[config.mk]
export PLATFORM = sky130hd
export DESIGN_NAME = masked_rms_difference_core
export DESIGN_NICKNAME = d
export VERILOG_FILES = /design/src/hw/rtl/mrd_pkg.sv /design/src/hw/rtl/mrd_datapath.sv /design/src/hw/rtl/mrd_ctrl.sv /design/src/hw/rtl/masked_rms_difference_core.sv
export SDC_FILE = /design/constraint.sdc
export NUM_CORES = 1
export LEC_CHECK = 0
export CAP_MARGIN = 25
export CORE_ASPECT_RATIO = 0.7
export CORE_MARGIN = 2
export CORE_UTILIZATION = 50
export CTS_CLUSTER_DIAMETER = 150
export DETAILED_ROUTE_END_ITERATION = 6
export DONT_BUFFER_PORTS = 1
export PLACE_DENSITY_LB_ADDON = 0.15
export SYNTH_ARGS = -nofsm -noshare
export SYNTH_HDL_FRONTEND = slang
export SYNTH_SLANG_ARGS = --single-unit
[constraint.sdc]
create_clock -name clk -period 10.1 [get_ports clk]
set_input_delay 2.02 -clock clk [delete_from_list [all_inputs] [get_ports clk]]
set_output_delay 2.02 -clock clk [all_outputs]
set_load 0.005 [all_outputs]
[src/hw/rtl/mrd_pkg.sv]
// Shared constants and controller/datapath interface types for the masked
// RMS difference core. No dependencies.
`timescale 1ns / 1ps

package mrd_pkg;

  localparam int SAMPLE_BITS_DEF = 16;
  localparam int COUNT_BITS_DEF  = 24;

  localparam int SUM_BITS   = 56;
  localparam int FRAC_BITS  = 16;
  localparam int DIV_STEPS  = SUM_BITS + FRAC_BITS;
  localparam int ROOT_BITS  = SUM_BITS / 2;
  localparam int ROOT_STEPS = ROOT_BITS;
  localparam int STEP_W     = $clog2(DIV_STEPS);

  localparam int SDIFF_W = 17;
  localparam int ADIFF_W = 16;
  localparam int RMS_W   = 24;

  typedef struct packed {
    logic load;
    logic div_step;
    logic sqrt_step;
    logic emit;
  } mrd_cmd_t;

  typedef struct packed {
    logic last_ready;
    logic pipe_last;
  } mrd_stat_t;

endpackage

[src/hw/rtl/mrd_datapath.sv]
// Datapath of the masked RMS difference core: voxel pipeline, saturating
// accumulators, bit-serial divider and square root. Depends on mrd_pkg.
`timescale 1ns / 1ps

module mrd_datapath #(
  parameter int SAMPLE_BITS = mrd_pkg::SAMPLE_BITS_DEF,
  parameter int COUNT_BITS  = mrd_pkg::COUNT_BITS_DEF
) (
  input  logic                          clk,
  input  logic                          rst_n,
  input  logic                          in_take,
  input  logic [SAMPLE_BITS-1:0]        in_ref_sample,
  input  logic [SAMPLE_BITS-1:0]        in_test_sample,
  input  logic                          in_mask_bit,
  input  logic                          in_last_voxel,
  input  logic                          cfg_we,
  input  logic                          cfg_wdata,
  input  mrd_pkg::mrd_cmd_t             cmd,
  output mrd_pkg::mrd_stat_t            stat,
  output logic                          out_strobe,
  output logic [mrd_pkg::SDIFF_W-1:0]   out_signed_diff,
  output logic [mrd_pkg::ADIFF_W-1:0]   out_abs_diff,
  output logic                          out_rms_valid,
  output logic [mrd_pkg::RMS_W-1:0]     out_rms_value,
  output logic                          out_saturated
);

  localparam int SB  = SAMPLE_BITS;
  localparam int SW  = mrd_pkg::SUM_BITS;
  localparam int QW  = mrd_pkg::DIV_STEPS;
  localparam int RW  = mrd_pkg::ROOT_BITS;
  localparam int RMW = RW + 2;
  localparam logic [SW-1:0] SUM_MAX = {SW{1'b1}};
  localparam logic [COUNT_BITS-1:0] CNT_MAX = {COUNT_BITS{1'b1}};
  localparam logic [63:0] LIM_FULL = ((64'd1 << SAMPLE_BITS) - 64'd1) << 8;
  localparam logic [mrd_pkg::RMS_W-1:0] RMS_LIM =
      (LIM_FULL > 64'hFFFFFF) ? 24'hFFFFFF : LIM_FULL[mrd_pkg::RMS_W-1:0];

  logic use_mask_r;

  logic          v1_r, cnt1_r, last1_r;
  logic [SB:0]   sd1_r;
  logic [SB-1:0] mag1_r;

  logic            v2_r, cnt2_r, last2_r;
  logic [SB:0]     sd2_r;
  logic [SB-1:0]   mag2_r;
  logic [2*SB-1:0] sq2_r;

  logic [SW-1:0]         sum_r;
  logic [COUNT_BITS-1:0] total_r;
  logic                  ovf_r;

  logic [SB:0]   hold_sd_r;
  logic [SB-1:0] hold_ad_r;
  logic          hold_sat_r, zero_r;

  logic [COUNT_BITS-1:0] rem_r, dvs_r;
  logic [QW-1:0]         qr_r;
  logic [RMW-1:0]        srem_r;
  logic [RW-1:0]         root_r;

  logic                      strobe_r, rv_r, sat_r;
  logic [mrd_pkg::SDIFF_W-1:0] sd_out_r;
  logic [mrd_pkg::ADIFF_W-1:0] ad_out_r;
  logic [mrd_pkg::RMS_W-1:0]   rms_r;

  logic          counted;
  logic [SB:0]   diff;
  logic [SB:0]   diff_neg;

  logic [SW:0]           sum_add;
  logic [SW-1:0]         sum_nxt;
  logic [COUNT_BITS-1:0] total_nxt;
  logic                  ovf_nxt;
  logic                  acc_en;

  logic [COUNT_BITS:0]   div_sh;
  logic [COUNT_BITS:0]   div_sub;
  logic                  div_bit;

  logic [RMW+1:0] sq_sh;
  logic [RMW+1:0] sq_trial;
  logic [RMW+1:0] sq_sub;
  logic           sq_bit;

  logic [31:0] sd_wide, ad_wide;
  logic [31:0] sd2_wide, ad2_wide;
  logic [mrd_pkg::RMS_W-1:0] rms_final;
  logic [RW-1:0] lim_wide;

  assign counted  = !use_mask_r || in_mask_bit;
  assign diff     = {in_ref_sample[SB-1], in_ref_sample} -
                    {in_test_sample[SB-1], in_test_sample};
  assign diff_neg = ~diff + {{SB{1'b0}}, 1'b1};

  assign acc_en  = v2_r && cnt2_r;
  assign sum_add = {1'b0, sum_r} + {{(SW + 1 - 2*SB){1'b0}}, sq2_r};

  always_comb begin
    sum_nxt   = sum_r;
    total_nxt = total_r;
    ovf_nxt   = ovf_r;
    if (acc_en) begin
      if (sum_add[SW]) begin
        sum_nxt = SUM_MAX;
        ovf_nxt = 1'b1;
      end else begin
        sum_nxt = sum_add[SW-1:0];
      end
      if (total_r == CNT_MAX) begin
        ovf_nxt = 1'b1;
      end else begin
        total_nxt = total_r + {{(COUNT_BITS-1){1'b0}}, 1'b1};
      end
    end
  end

  assign div_sh  = {rem_r, qr_r[QW-1]};
  assign div_sub = div_sh - {1'b0, dvs_r};
  assign div_bit = !div_sub[COUNT_BITS] || (div_sh >= {1'b0, dvs_r});

  assign sq_sh    = {srem_r, qr_r[SW-1:SW-2]};
  assign sq_trial = {{2{1'b0}}, root_r, 2'b01};
  assign sq_bit   = sq_sh >= sq_trial;
  assign sq_sub   = sq_sh - sq_trial;

  assign sd_wide  = {{(32 - SB - 1){hold_sd_r[SB]}}, hold_sd_r};
  assign ad_wide  = {{(32 - SB){1'b0}}, hold_ad_r};
  assign sd2_wide = {{(32 - SB - 1){sd2_r[SB]}}, sd2_r};
  assign ad2_wide = {{(32 - SB){1'b0}}, mag2_r};
  assign lim_wide = {{(RW - mrd_pkg::RMS_W){1'b0}}, RMS_LIM};

  always_comb begin
    if (zero_r) begin
      rms_final = '0;
    end else if (qr_r[QW-1:SW] != '0 || root_r > lim_wide) begin
      rms_final = RMS_LIM;
    end else begin
      rms_final = root_r[mrd_pkg::RMS_W-1:0];
    end
  end

  always_ff @(posedge clk) begin
    if (!rst_n) begin
      use_mask_r <= 1'b0;
      v1_r       <= 1'b0;
      v2_r       <= 1'b0;
      sum_r      <= '0;
      total_r    <= '0;
      ovf_r      <= 1'b0;
      strobe_r   <= 1'b0;
    end else begin
      if (cfg_we) begin
        use_mask_r <= cfg_wdata;
      end
      v1_r <= in_take;
      v2_r <= v1_r;
      if (v2_r && last2_r) begin
        sum_r   <= '0;
        total_r <= '0;
        ovf_r   <= 1'b0;
      end else begin
        sum_r   <= sum_nxt;
        total_r <= total_nxt;
        ovf_r   <= ovf_nxt;
      end
      strobe_r <= (v2_r && !last2_r) || cmd.emit;
    end
  end

  always_ff @(posedge clk) begin
    cnt1_r  <= counted;
    last1_r <= in_last_voxel;
    sd1_r   <= counted ? diff : '0;
    if (!counted) begin
      mag1_r <= '0;
    end else if (diff[SB]) begin
      mag1_r <= diff_neg[SB-1:0];
    end else begin
      mag1_r <= diff[SB-1:0];
    end

    cnt2_r  <= cnt1_r;
    last2_r <= last1_r;
    sd2_r   <= sd1_r;
    mag2_r  <= mag1_r;
    sq2_r   <= mag1_r * mag1_r;

    if (v2_r) begin
      hold_sd_r  <= sd2_r;
      hold_ad_r  <= mag2_r;
      hold_sat_r <= ovf_nxt;
    end

    if (cmd.load) begin
      zero_r <= (total_nxt == '0);
      dvs_r  <= total_nxt;
      rem_r  <= '0;
      qr_r   <= {sum_nxt, {mrd_pkg::FRAC_BITS{1'b0}}};
      srem_r <= '0;
      root_r <= '0;
    end else if (cmd.div_step) begin
      if (div_bit) begin
        rem_r <= div_sub[COUNT_BITS-1:0];
      end else begin
        rem_r <= div_sh[COUNT_BITS-1:0];
      end
      qr_r <= {qr_r[QW-2:0], div_bit};
    end else if (cmd.sqrt_step) begin
      if (sq_bit) begin
        srem_r <= sq_sub[RMW-1:0];
      end else begin
        srem_r <= sq_sh[RMW-1:0];
      end
      root_r         <= {root_r[RW-2:0], sq_bit};
      qr_r[SW-1:0]   <= {qr_r[SW-3:0], 2'b00};
    end

    if (v2_r && !last2_r) begin
      sd_out_r <= sd2_wide[mrd_pkg::SDIFF_W-1:0];
      ad_out_r <= ad2_wide[mrd_pkg::ADIFF_W-1:0];
      rv_r     <= 1'b0;
      rms_r    <= '0;
      sat_r    <= ovf_nxt;
    end else if (cmd.emit) begin
      sd_out_r <= sd_wide[mrd_pkg::SDIFF_W-1:0];
      ad_out_r <= ad_wide[mrd_pkg::ADIFF_W-1:0];
      rv_r     <= 1'b1;
      rms_r    <= rms_final;
      sat_r    <= hold_sat_r;
    end
  end

  assign stat.last_ready = v2_r && last2_r;
  assign stat.pipe_last  = (v1_r && last1_r) || (v2_r && last2_r);

  assign out_strobe      = strobe_r;
  assign out_signed_diff = sd_out_r;
  assign out_abs_diff    = ad_out_r;
  assign out_rms_valid   = rv_r;
  assign out_rms_value   = rms_r;
  assign out_saturated   = sat_r;

endmodule

[src/hw/rtl/mrd_ctrl.sv]
// Controller of the masked RMS difference core: sequences the divide and
// square root on the last item of a volume. Depends on mrd_pkg.
`timescale 1ns / 1ps

module mrd_ctrl (
  input  logic               clk,
  input  logic               rst_n,
  input  mrd_pkg::mrd_stat_t stat,
  output mrd_pkg::mrd_cmd_t  cmd,
  output logic               busy
);

  localparam logic [1:0] ST_IDLE = 2'd0;
  localparam logic [1:0] ST_DIV  = 2'd1;
  localparam logic [1:0] ST_SQRT = 2'd2;
  localparam logic [1:0] ST_DONE = 2'd3;

  localparam logic [mrd_pkg::STEP_W-1:0] DIV_LAST  =
      mrd_pkg::STEP_W'(mrd_pkg::DIV_STEPS - 1);
  localparam logic [mrd_pkg::STEP_W-1:0] ROOT_LAST =
      mrd_pkg::STEP_W'(mrd_pkg::ROOT_STEPS - 1);

  logic [1:0]                 state_r, state_nxt;
  logic [mrd_pkg::STEP_W-1:0] step_r, step_nxt;

  always_comb begin
    state_nxt = state_r;
    step_nxt  = step_r;
    cmd       = '0;
    case (state_r)
      ST_IDLE: begin
        if (stat.last_ready) begin
          cmd.load  = 1'b1;
          state_nxt = ST_DIV;
          step_nxt  = '0;
        end
      end
      ST_DIV: begin
        cmd.div_step = 1'b1;
        if (step_r == DIV_LAST) begin
          state_nxt = ST_SQRT;
          step_nxt  = '0;
        end else begin
          step_nxt = step_r + 1'b1;
        end
      end
      ST_SQRT: begin
        cmd.sqrt_step = 1'b1;
        if (step_r == ROOT_LAST) begin
          state_nxt = ST_DONE;
          step_nxt  = '0;
        end else begin
          step_nxt = step_r + 1'b1;
        end
      end
      ST_DONE: begin
        cmd.emit  = 1'b1;
        state_nxt = ST_IDLE;
      end
      default: begin
        state_nxt = ST_IDLE;
      end
    endcase
  end

  always_ff @(posedge clk) begin
    if (!rst_n) begin
      state_r <= ST_IDLE;
      step_r  <= '0;
    end else begin
      state_r <= state_nxt;
      step_r  <= step_nxt;
    end
  end

  assign busy = stat.pipe_last || (state_r != ST_IDLE);

endmodule

[src/hw/rtl/masked_rms_difference_core.sv]
// Top level of the masked RMS difference core: joins controller and datapath.
// Depends on mrd_pkg, mrd_ctrl and mrd_datapath.
`timescale 1ns / 1ps

// Each item gives one result on the out_ ports for a single cycle with
// out_strobe high; the receiver cannot stall, so it must take every result
// as it appears. Items that do not end a volume are taken at one per cycle
// while busy is low. An item with last_voxel set raises busy until its result
// appears: a one-bit-per-cycle divider runs 72 steps and a two-bits-per-cycle
// square root runs 28 steps, both on shared registers. use_mask is written
// through cfg_we and cfg_wdata while idle: the core leaves that to the user.

module masked_rms_difference_core #(
  parameter int SAMPLE_BITS = mrd_pkg::SAMPLE_BITS_DEF,
  parameter int COUNT_BITS  = mrd_pkg::COUNT_BITS_DEF
) (
  input  logic                        clk,
  input  logic                        rst_n,
  input  logic                        start,
  output logic                        busy,
  input  logic [SAMPLE_BITS-1:0]      in_ref_sample,
  input  logic [SAMPLE_BITS-1:0]      in_test_sample,
  input  logic                        in_mask_bit,
  input  logic                        in_last_voxel,
  input  logic                        cfg_we,
  input  logic                        cfg_wdata,
  output logic                        out_strobe,
  output logic [mrd_pkg::SDIFF_W-1:0] out_signed_diff,
  output logic [mrd_pkg::ADIFF_W-1:0] out_abs_diff,
  output logic                        out_rms_valid,
  output logic [mrd_pkg::RMS_W-1:0]   out_rms_value,
  output logic                        out_saturated
);

  mrd_pkg::mrd_cmd_t  cmd;
  mrd_pkg::mrd_stat_t stat;
  logic               take;

  assign take = start && !busy;

  mrd_ctrl u_ctrl (
    .clk   (clk),
    .rst_n (rst_n),
    .stat  (stat),
    .cmd   (cmd),
    .busy  (busy)
  );

  mrd_datapath #(
    .SAMPLE_BITS (SAMPLE_BITS),
    .COUNT_BITS  (COUNT_BITS)
  ) u_datapath (
    .clk             (clk),
    .rst_n           (rst_n),
    .in_take         (take),
    .in_ref_sample   (in_ref_sample),
    .in_test_sample  (in_test_sample),
    .in_mask_bit     (in_mask_bit),
    .in_last_voxel   (in_last_voxel),
    .cfg_we          (cfg_we),
    .cfg_wdata       (cfg_wdata),
    .cmd             (cmd),
    .stat            (stat),
    .out_strobe      (out_strobe),
    .out_signed_diff (out_signed_diff),
    .out_abs_diff    (out_abs_diff),
    .out_rms_valid   (out_rms_valid),
    .out_rms_value   (out_rms_value),
    .out_saturated   (out_saturated)
  );

endmodule
== Word-level counts from Yosys, hierarchy flattened ==
Index checks and enable logic that the tools add are counted.

* Bits of input ports: 39
* Bits in registers: 468
* Output and inout bits: 61

* Magnitude comparators: 3
* Muxes and demuxes: 35
* $add $sub $neg: 7
* Reduce and logical (&&, ||, !) cells: 28
* Bitwise gates (word level): 3
* Multipliers: 1
* Equality and inequality tests: 9

{| class="wikitable"
|+ Operator list
! cell !! number
|-
| $mux 56 || 4
|-
| $mux 24 || 5
|-
| $mux 72 || 1
|-
| $mux 16 || 4
|-
| $add 56x32->57 || 1
|-
| $mux 17 || 2
|-
| $ge 32x30->1 || 1
|-
| $mul 16x16->32 || 1
|-
| $mux 30 || 1
|-
| $sub 30x30->30 || 1
|-
| $gt 28x24->1 const B || 1
|-
| $ge 25x24->1 || 1
|-
| $sub 25x24->25 || 1
|-
| $add 24x1->24 const B || 1
|-
| $eq 24x24->1 const B || 1
|-
| $logic_not 24->1 || 1
|-
| $mux 7 || 3
|-
| $pmux 7 s3 || 1
|-
| $sub 16x16->17 || 1
|-
| $add 16x1->16 const B || 1
|-
| $not 16->16 || 1
|-
| $reduce_bool 16->1 || 1
|-
| $mux 1 || 10
|-
| $pmux 2 s4 || 1
|-
| other kinds (18) || 40
|}

== Logic depth before layout (Yosys ltp) ==
Gate-level depths: netlist (run 1).

* Word-level depth: 5
* Gate-level depth with buffers: 24
* Gate-level depth less buffers: 23

== Hierarchy ==
From an unflattened synthesis (run 1), not the netlist that was laid out.

* Cell total of the unflattened synthesis: 3,302
* Area, all modules: 30,356.6 um2

{| class="wikitable"
|+ Modules (own cells, without submodules)
! module !! cells each !! seq. area each (um2) !! area each (um2) !! instances
|-
| mrd_datapath || 3,235 || 10,540.1 || 29,746.0 || 1
|-
| mrd_ctrl || 66 || 180.2 || 596.8 || 1
|-
| masked_rms_difference_core || 1 || 0.0 || 13.8 || 1
|}

== Worst setup path before layout (run 1) ==
OpenSTA, ideal clock, no wires.

* Path kind: register to register
* Start: register u_datapath.mag1_r[4]
* End: register u_datapath.sq2_r[29]
* Stages on the path, launching flop included: 22
* Buffers on the path: 2
* Data arrival time: 6,273 ps
* Required time: 10,005 ps
* Library setup time: 95 ps
* Path slack: 3,731 ps
* Cells stage by stage: dfxtp_1 clkbuf_1 clkbuf_1 nand2_1 fa_1 fa_1 inv_1 fa_1 fa_1 fa_1 inv_1 fa_1 inv_1 ha_1 a21o_1 a21o_1 a221o_1 a31oi_1 o21ai_1 a311oi_1 nor3_1 o311ai_1

* Cells in the longest elaborated chain, start to end: 1

{| class="wikitable"
|+ RTL lines
! element !! line !! RTL
|-
| start, declared || mrd_datapath.sv:43 || <nowiki>logic [SB-1:0] mag1_r;</nowiki>
|-
| start signal, assigned || mrd_datapath.sv:179 || <nowiki>mag1_r <= diff_neg[SB-1:0];</nowiki>
|-
| start signal, assigned || mrd_datapath.sv:181 || <nowiki>mag1_r <= diff[SB-1:0];</nowiki>
|-
| $mul 16x16->32 || mrd_datapath.sv:188 || <nowiki>sq2_r <= mag1_r * mag1_r;</nowiki>
|-
| end signal, assigned || mrd_datapath.sv:188 ||
|-
| end, declared || mrd_datapath.sv:48 || <nowiki>logic [2*SB-1:0] sq2_r;</nowiki>
|}

Every way passes these cells.
A chain may end at the register's enable or synchronous reset.

== Final worst setup path (run 1) ==
* Start: register u_datapath.mag1_r[6]
* End: register u_datapath.sq2_r[29]

The elaborated chain is that of the path after synthesis.

==> results.py, run 1 <==
metrics = {
    "run_status": {
        "status": "finished clean",
    },
    "clock_tree": {
        "h-tree-depth": 2,
        "cts_buffers": 48,
        "ctsHoldBuffers": 0,
        "post_cts_resized": 0,
        "cts_root_buffer": "clkbuf_16",
        "cts_sinks": 462,
        "cts.clk_slew.worst_paths_ns": 0.07,
        "cts_tree": "done",
        "clkLatencyLatePin_ns": 0.60,
        "post-cts-setup-buffers": 0,
        "max-clock-path-buffers": 3,
    },
    "timing": {
        "rsz0062_at_grt": "no",
        "worst_slew_pin_slew_ns": 1.04,
        "setup_viol": 0,
        "fmax_ghz": 0.138,
        "slew_viol_final": 0,
        "final.period_utilization_pct": 71.7,
        "hold_viol_final": 0,
        "tns_ns": 0,
        "min_period_ns": 7.24,
        "relSlewSlack_pct": 30.7,
        "clock_skew_ns": 0.0212,
        "whs_ns": 0.328,
    },
    "critical_path": {
        "critPathLaunchType": "flop",
        "crit_fanout": 18,
        "cp-end-kind": "flop",
        "cp_data_arrival_time_ns": 7.74,
        "crit_type": "flop to flop",
        "critPathRequiredTime_ns": 10.59,
    },
    "synthesis": {
        "yosys.area_share.xor_xnor_pct": 4.40,
        "netlist_area_sq_um": 30300,
        "synthFlopType": "dfxtp_1",
        "ys_seq_area_share_pct": 35.4,
        "synthSimpleGateAreaFrac_pct": 15.0,
        "synthMuxAreaShare_pct": 4.47,
        "synth.most_common_cell": "inv_1",
        "synth_top_area_share_pct": 20.8,
        "yosysWarnings": 0,
        "synth_edf_count": 147,
        "synth.distinct_cells": 90,
        "async_flop_share_pct": 0,
        "yosys.area.top_type": "dfxtp_1",
        "yosys.area_share.adder_pct": 19.6,
        "syn_avg_cell_area_sq_um": 9.27,
        "synth_common_cells": "inv_1 (390), dfxtp_1 (315), nor2_1 (312)",
        "synthesis.nets": 3679,
        "synth_top_family_by_area": "adder cells",
        "syn_inst": 3265,
        "synth_compound_area_share_pct": 14.6,
        "ys_seq_elements": 462,
        "synthTopCellsByArea": "dfxtp_1 (21%), edfxtp_1 (15%), fa_1 (11%), ha_1 (8.6%), inv_1 (4.8%)",
    },
    "cells_and_area": {
        "finish.instance_area_sq_um": 32800,
        "multi_input_area_sq_um": 17600,
        "final_nets": 3625,
        "instances_no_fill": 4058,
        "seq_area_sq_um": 10700,
        "drive_gt1_share_pct": 6.00,
        "fillCellCount": 5460,
        "area_growth_pct": 8.30,
        "antennaDiodeCount": 0,
    },
    "placement": {
        "placed_cells": 3967,
        "numPortBuffers": 0,
        "gp_congestion": 0.886,
        "placed_area_sq_um": 31000,
        "post-dp-hpwl_um": 53000,
    },
    "floorplanning": {
        "rows": 75,
        "io_pins": 100,
        "fp.dieH_um": 210,
        "dieArea_sq_um": 62500,
        "initial_utilization_pct": 50.5,
        "coreArea_sq_um": 59900,
        "die_w_um": 298,
    },
    "drt": {
        "vias": 22900,
        "drt-initial-drc-count": 1672,
        "vias_per_cell": 5.64,
        "routed_wirelength_um": 71000,
        "drc": 0,
        "postRouteAntennaNets": 0,
        "avgRoutedWirePerCell_um": 17.5,
        "drt_pass1_iterations": 6,
    },
    "run": {
        "maxCapViolCount": 0,
    },
    "global_route": {
        "grt_use_met2_pct": 32.7,
        "grt_pass1_wl_um": 117000,
        "antenna_found_initial": 2,
        "grtUsageMet1_pct": 36.2,
        "grt_pass1_vias": 22000,
        "use_met3_pct": 3.20,
        "grt-ovfl-total": 0,
        "grt_busiest_layer": "met1",
        "grt.total_usage_pct": 22.7,
        "grt_max_degree": 84,
    },
    "hold_path": {
        "hp-class": "flop to flop",
    },
}
final timing paths:
kind | from | to | slack, ns | depth (start not counted)
max | u_datapath.mag1_r[6]$_SDFF_PN0_ | u_datapath.sq2_r[29]$_DFF_P_ | 2.86 | 22
min | u_datapath.sd1_r[11]$_SDFF_PN0_ | u_datapath.sd2_r[11]$_DFF_P_ | 0.33 | 0
max reg2reg | u_datapath.mag1_r[6]$_SDFF_PN0_ | u_datapath.sq2_r[29]$_DFF_P_ | 2.86 | 22
min reg2reg | u_datapath.sd1_r[11]$_SDFF_PN0_ | u_datapath.sd2_r[11]$_DFF_P_ | 0.33 | 0
layout make-up:
class | instances | area share, %
well taps | 808 | 3.09
repair buffers | 23 | 0.664
clock buffers | 63 | 4.15
multi-input cells | 2284 | 53.7
flip-flops and latches | 462 | 32.7
clock inverters | 26 | 1.13
inverters | 392 | 4.51
per-stage QoR:
step	utilization [%]	worst slack, ns
global route	54.7	2.51
finish	54.7	2.86
CTS	54.7	2.86
detailed placement	51.8	2.92
global placement	51.7	3.05
floorplan	-	3.73
metal layers:
metal | vias to the layer above | wire length [um]
met5 | - | 13
met4 | 2 | 880
met3 | 65 | 4160
met2 | 593 | 29200
met1 | 11100 | 36800
li1 | 11200 | -
layout by cell type (no fill, tap or decap), types with 8 or more instances in the layout:
cell type  instances
a31o_2            10
mux2i_1           90
and3_1            27
a22o_1             8
nand2b_1          14
o21a_1            18
fa_1             166
and4_1            12
ha_1             207
a31oi_1           30
nor2_1           312
o31ai_1           17
nand3_1           49
nand4_1           43
inv_1            390
nand2_1          238
or2_2              8
xnor2_1           94
xor2_1            58
buf_4             20
dfxtp_1          314
a311oi_1          22
mux2_2            40
nor3_1            49
o211ai_1          15
edfxtp_1         147
o22ai_1           14
o21bai_1          12
clkbuf_16         50
nor4_1            19
or3_1             25
and2_1            65
a21o_1            64
a21oi_1          190
a211oi_1          66
o21ai_0          130
nor2b_1           49
cells by family (layout without fill, tap and decap cells):
kind of cell    count (synthesis)  in the layout
flops                         462            462
mux                           130            130
xor+xnor                      152            152
buf+inv                       519            504
fa+ha+maj                     375            375
compound gates                679            679
simple gates                  948            948
flip-flops by register name, summed over array words and instances, names as in the netlist, 17 cells and up:
| signal | cells |
|---|---|
| u_datapath.rem_r | 24 |
| u_datapath.sq2_r | 30 |
| u_datapath.total_r | 24 |
| u_datapath.out_rms_value | 24 |
| u_datapath.srem_r | 30 |
| u_datapath.sum_r | 56 |
| u_datapath.root_r | 28 |
| u_datapath.dvs_r | 24 |
| u_datapath.sd2_r | 17 |
| u_datapath.qr_r | 72 |
worst max-delay path: stages, from the launching register on:
cell      delay, ns
dfxtp_1        0.80
and2_1         0.27
inv_1          0.07
fa_1           0.51
inv_1          0.06
fa_1           0.49
inv_1          0.05
fa_1           0.47
inv_1          0.05
fa_1           0.50
fa_1           0.54
inv_1          0.05
fa_1           0.53
inv_1          0.04
ha_1           0.36
a21o_1         0.18
a21o_1         0.16
a221o_1        0.33
a31oi_1        0.37
o21ai_1        0.29
a311oi_1       0.56
nor3_1         0.15
o311ai_1       0.27
Power of run 1 is not shown: default switching activity piles up to over one toggle a cycle in this logic, so the estimate is an artifact.
==> run 2, diff against run 1 <==
clock period = 6.1 ns   (was 10.1 ns; I/O delays follow)
==> results.py, run 2 (same netlist as run 1, synthesis figures left out) <==
metrics = {
    "floorplanning": {
        "die_w_um": 298,
        "initial_utilization_pct": 50.5,
        "coreArea_sq_um": 59900,
        "dieArea_sq_um": 62500,
        "rows": 75,
        "fp.dieH_um": 210,
        "io_pins": 100,
    },
    "global_route": {
        "antenna_found_initial": 1,
        "grt_pass1_vias": 21900,
        "grt_max_degree": 84,
        "grt.total_usage_pct": 22.8,
        "grt-ovfl-total": 0,
        "grt_pass1_wl_um": 117000,
    },
    "run": {
        "maxCapViolCount": 0,
    },
    "critical_path": {
        "critPathLaunchType": "flop",
        "cp-end-kind": "flop",
        "r2r-start": "u_datapath.mag1_r[10]$_SDFF_PN0_",
        "crit_fanout": 5,
        "reg2regPathDepth": 21,
        "critPathRequiredTime_ns": 6.56,
        "cp_data_arrival_time_ns": 6.40,
        "r2r_end": "u_datapath.sq2_r[29]$_DFF_P_",
        "crit_type": "flop to flop",
        "ff2ff_setup_slack_ns": 0.16,
    },
    "clock_tree": {
        "h-tree-depth": 2,
        "cts_buffers": 48,
        "cts_sinks": 462,
        "ctsHoldBuffers": 0,
        "cts.clk_slew.worst_paths_ns": 0.06,
        "max-clock-path-buffers": 3,
        "cts_root_buffer": "clkbuf_16",
        "clkLatencyLatePin_ns": 0.60,
        "cts_tree": "done",
    },
    "cells_and_area": {
        "area_growth_pct": 11.2,
        "fin_util_pct": 56.2,
        "final_nets": 3704,
        "antennaDiodeCount": 0,
        "final_cell_mix": "inv_1 (383), nor2_1 (310), dfxtp_1 (298)",
        "drive_gt1_share_pct": 10.2,
        "reg.largest.list": "u_datapath.qr_r x72, u_datapath.sum_r x56",
        "largest_reg_flops": 72,
        "top_register": "u_datapath.qr_r",
        "layout_commonest_cell": "inv_1",
    },
    "drt": {
        "vias": 23200,
        "vias_per_cell": 5.62,
        "avgRoutedWirePerCell_um": 17.4,
        "drt-initial-drc-count": 1719,
        "routed_wirelength_um": 72100,
        "postRouteAntennaNets": 0,
        "drc": 0,
        "drt_pass1_iterations": 5,
    },
    "timing": {
        "hold_viol_final": 0,
        "setup_viol": 0,
        "min_period_ns": 5.94,
        "final.period_utilization_pct": 97.4,
        "whs_ns": 0.326,
        "fmax_ghz": 0.168,
        "worst_slew_pin_slew_ns": 1.00,
        "slew_viol_final": 0,
        "clock_skew_ns": 0.0361,
        "relSlewSlack_pct": 33.1,
    },
    "placement": {
        "numPortBuffers": 0,
        "gp_congestion": 0.899,
        "post-dp-hpwl_um": 54100,
    },
    "run_status": {
        "status": "finished clean",
    },
    "hold_path": {
        "whs_endpoint": "u_datapath.sd2_r[13]$_DFF_P_",
        "hp-start": "u_datapath.sd1_r[13]$_SDFF_PN0_",
        "hp-class": "flop to flop",
        "whs_path_depth": 0,
    },
}
-- run 2: cell type report --
class	count	area [sq um]
repair buffers	102	932
flip-flops and latches	462	10800
fillers	5400	26200
multi-input cells	2284	17900
inverters	392	1480
clock buffers	59	1270
clock inverters	29	313
well taps	808	1010
-- run 2: metrics by stage --
step / TNS [ns] / cell area (sq um) / worst slack, ns / std cells
after floorplan: 0 / 30300 / 0.00457 / 3265
after global placement: -0.0980 / 31400 / -0.0521 / 4028
after detailed placement: -0.665 / 31500 / -0.150 / 4030
after CTS: 0 / 33100 / 0.000847 / 4118
after global routing: -0.153 / 33600 / -0.0503 / 4136
final: 0 / 33600 / 0.156 / 4136
-- run 2: critical path: stages (launching register included) --
cell and delay (ns):
dfxtp_2 0.35, buf_6 0.13, buf_4 0.12, nand2_1 0.07
fa_1 0.53, fa_1 0.53, inv_1 0.05, fa_1 0.40
fa_1 0.47, fa_1 0.54, inv_1 0.05, fa_1 0.49
inv_2 0.05, ha_4 0.24, a21o_1 0.15, a21o_1 0.17
a221o_1 0.37, a31oi_4 0.22, o21ai_4 0.12, a311oi_4 0.40
nor3_2 0.11, o311ai_1 0.30
-- run 2: how the worst max path moves through the flow --
stage | start | endpoint | slack, ns | cells after the start
CTS | u_datapath.mag1_r[4]$_SDFF_PN0_ | u_datapath.sq2_r[29]$_DFF_P_ | 0.0008 | 20
global route | u_datapath.mag1_r[10]$_SDFF_PN0_ | u_datapath.sq2_r[27]$_DFF_P_ | -0.05 | 22
finish | u_datapath.mag1_r[10]$_SDFF_PN0_ | u_datapath.sq2_r[29]$_DFF_P_ | 0.16 | 21
floorplan | u_datapath.mag1_r[9]$_SDFF_PN0_ | u_datapath.sq2_r[29]$_DFF_P_ | 0.005 | 22
global placement | u_datapath.mag1_r[4]$_SDFF_PN0_ | u_datapath.sq2_r[30]$_DFF_P_ | -0.05 | 20
detailed placement | u_datapath.mag1_r[0]$_SDFF_PN0_ | u_datapath.sq2_r[22]$_DFF_P_ | -0.15 | 23
-- run 2: repair_timing --
action	CTS	global route
buffers inserted	0	15
pin swaps	4	57
gates resized for setup	12	104
setup endpoints to repair	10	11
-- run 2: metal layers --
metal	GRT usage, %	vias up	share of wire [%]
met1	36.9	11200	52
li1	-	11300	-
met2	30.9	635	40
met4	5.08	0	1.8
met5	0	-	0
met3	3.98	97	6.5
Power of run 2 is left out for the same reason.
==> run 3, diff against run 2 <==
clock period = 7.4 ns   (was 6.1 ns; I/O delays follow)
==> results.py, run 3 (same netlist as run 1, synthesis figures left out) <==
metrics = {
    "cells_and_area": {
        "antennaDiodeCount": 0,
        "multi_input_area_sq_um": 17600,
        "seq_area_sq_um": 10700,
        "area_growth_pct": 8.35,
        "drive_gt1_share_pct": 6.22,
        "final_cell_mix": "inv_1 (390), dfxtp_1 (314), nor2_1 (312)",
        "reg.largest.list": "u_datapath.qr_r x72, u_datapath.sum_r x56",
        "final_nets": 3638,
        "layout_commonest_cell": "inv_1",
        "fillCellCount": 5378,
        "top_register": "u_datapath.qr_r",
        "largest_reg_flops": 72,
    },
    "floorplanning": {
        "fp.dieH_um": 210,
        "dieArea_sq_um": 62500,
        "die_w_um": 298,
        "io_pins": 100,
        "rows": 75,
        "coreArea_sq_um": 59900,
        "initial_utilization_pct": 50.5,
    },
    "drt": {
        "avgRoutedWirePerCell_um": 17.4,
        "drt_pass1_iterations": 5,
        "vias_per_cell": 5.63,
        "drt-initial-drc-count": 1784,
        "vias": 22900,
        "drc": 0,
        "postRouteAntennaNets": 0,
        "routed_wirelength_um": 70700,
    },
    "critical_path": {
        "critPathRequiredTime_ns": 7.87,
        "crit_fanout": 19,
        "cp-end-kind": "flop",
        "path_cells": "and2_1 > inv_1 > fa_1 > fa_1 > inv_1 > fa_1 > fa_1 > fa_1 > inv_1 > fa_1 > inv_1 > ha_1 > a21o_1 > a21o_1 > a221o_1 > a31oi_1 > o21ai_1 > a311oi_1 > nor3_1 > o311ai_1",
        "critPathLaunch": "u_datapath.mag1_r[0]$_SDFF_PN0_",
        "r2r-start": "u_datapath.mag1_r[0]$_SDFF_PN0_",
        "ff2ff_setup_slack_ns": 0.48,
        "crit_type": "flop to flop",
        "slowest_stage": "dfxtp_1",
        "cp_data_arrival_time_ns": 7.40,
        "r2r_end": "u_datapath.sq2_r[29]$_DFF_P_",
        "reg2regPathDepth": 20,
        "slowest_delay_ns": 0.72,
        "cpMostUsedCell": "fa_1",
        "critPathLaunchType": "flop",
    },
    "clock_tree": {
        "clkLatencyLatePin_ns": 0.60,
        "cts.clk_slew.worst_paths_ns": 0.07,
        "cts_tree": "done",
        "post_cts_resized": 0,
        "ctsHoldBuffers": 0,
        "cts_root_buffer": "clkbuf_16",
        "max-clock-path-buffers": 3,
        "post-cts-setup-buffers": 0,
        "cts_buffers": 47,
        "cts_sinks": 462,
        "h-tree-depth": 2,
    },
    "run_status": {
        "status": "finished clean",
    },
    "global_route": {
        "grt_max_degree": 82,
        "antenna_found_initial": 0,
        "grt-ovfl-total": 0,
        "grt_pass1_wl_um": 115000,
        "grt.total_usage_pct": 22.5,
        "grt_pass1_vias": 21900,
    },
    "placement": {
        "numPortBuffers": 0,
        "gp_congestion": 0.876,
        "post-dp-hpwl_um": 53300,
    },
    "timing": {
        "slew_viol_final": 0,
        "worst_slew_pin_slew_ns": 1.06,
        "fmax_ghz": 0.144,
        "min_period_ns": 6.92,
        "rsz0062_at_grt": "no",
        "hold_viol_final": 0,
        "setup_viol": 0,
        "relSlewSlack_pct": 29.5,
        "tns_ns": 0,
        "clock_skew_ns": 0.0284,
        "final.period_utilization_pct": 93.6,
    },
    "hold_path": {
        "whs_path_depth": 0,
        "whs_endpoint": "u_datapath.sd2_r[10]$_DFF_P_",
        "hp-class": "flop to flop",
        "hp-start": "u_datapath.sd1_r[10]$_SDFF_PN0_",
    },
    "run": {
        "maxCapViolCount": 0,
    },
}
run 3: layout make-up:
type / instances / area share [%]
inverters: 392 / 4.50
clock buffers: 58 / 3.87
multi-input cells: 2284 / 53.7
flip-flops and latches: 462 / 32.7
clock inverters: 29 / 1.16
well taps: 808 / 3.08
repair buffers: 37 / 0.962
run 3: critical path: cells and delay by family (launching register included):
| family | cells | cell delay (ns) |
|---|---|---|
| compound gates | 7 | 2.19 |
| fa+ha+maj | 7 | 3.19 |
| buf+inv | 4 | 0.26 |
| flops | 1 | 0.72 |
| simple gates | 2 | 0.42 |
run 3: metrics by stage:
step                hold WS [ns]  setup WS [ns]  instances  cell area [sq um]  utilization, %
CTS                        0.325          0.540       4066              32700            54.7
global route               0.330         0.0662       4070              32800            54.8
floorplan                  0.310           1.03       3265              30300               -
detailed placement         0.312          0.583       3979              31100            51.9
global placement           0.315          0.762       3978              31100            51.9
finish                     0.323          0.476       4070              32800            54.8
run 3: worst max path at each step:
stage	endpoint	cells past startpoint
CTS	u_datapath.sq2_r[29]$_DFF_P_	20
global placement	u_datapath.sq2_r[29]$_DFF_P_	20
floorplan	u_datapath.sq2_r[29]$_DFF_P_	21
detailed placement	u_datapath.sq2_r[29]$_DFF_P_	20
finish	u_datapath.sq2_r[29]$_DFF_P_	20
global route	u_datapath.sq2_r[29]$_DFF_P_	20
run 3: metal layers:
metal  track usage (%)  wire length [um]  vias up
met1              35.1             35800    11000
met4              5.65              1470        0
met5                 0                 0        -
met3              5.33              5580      108
li1                  -                 -    11200
met2              30.8             27800      663
Power of run 3 is left out for the same reason.
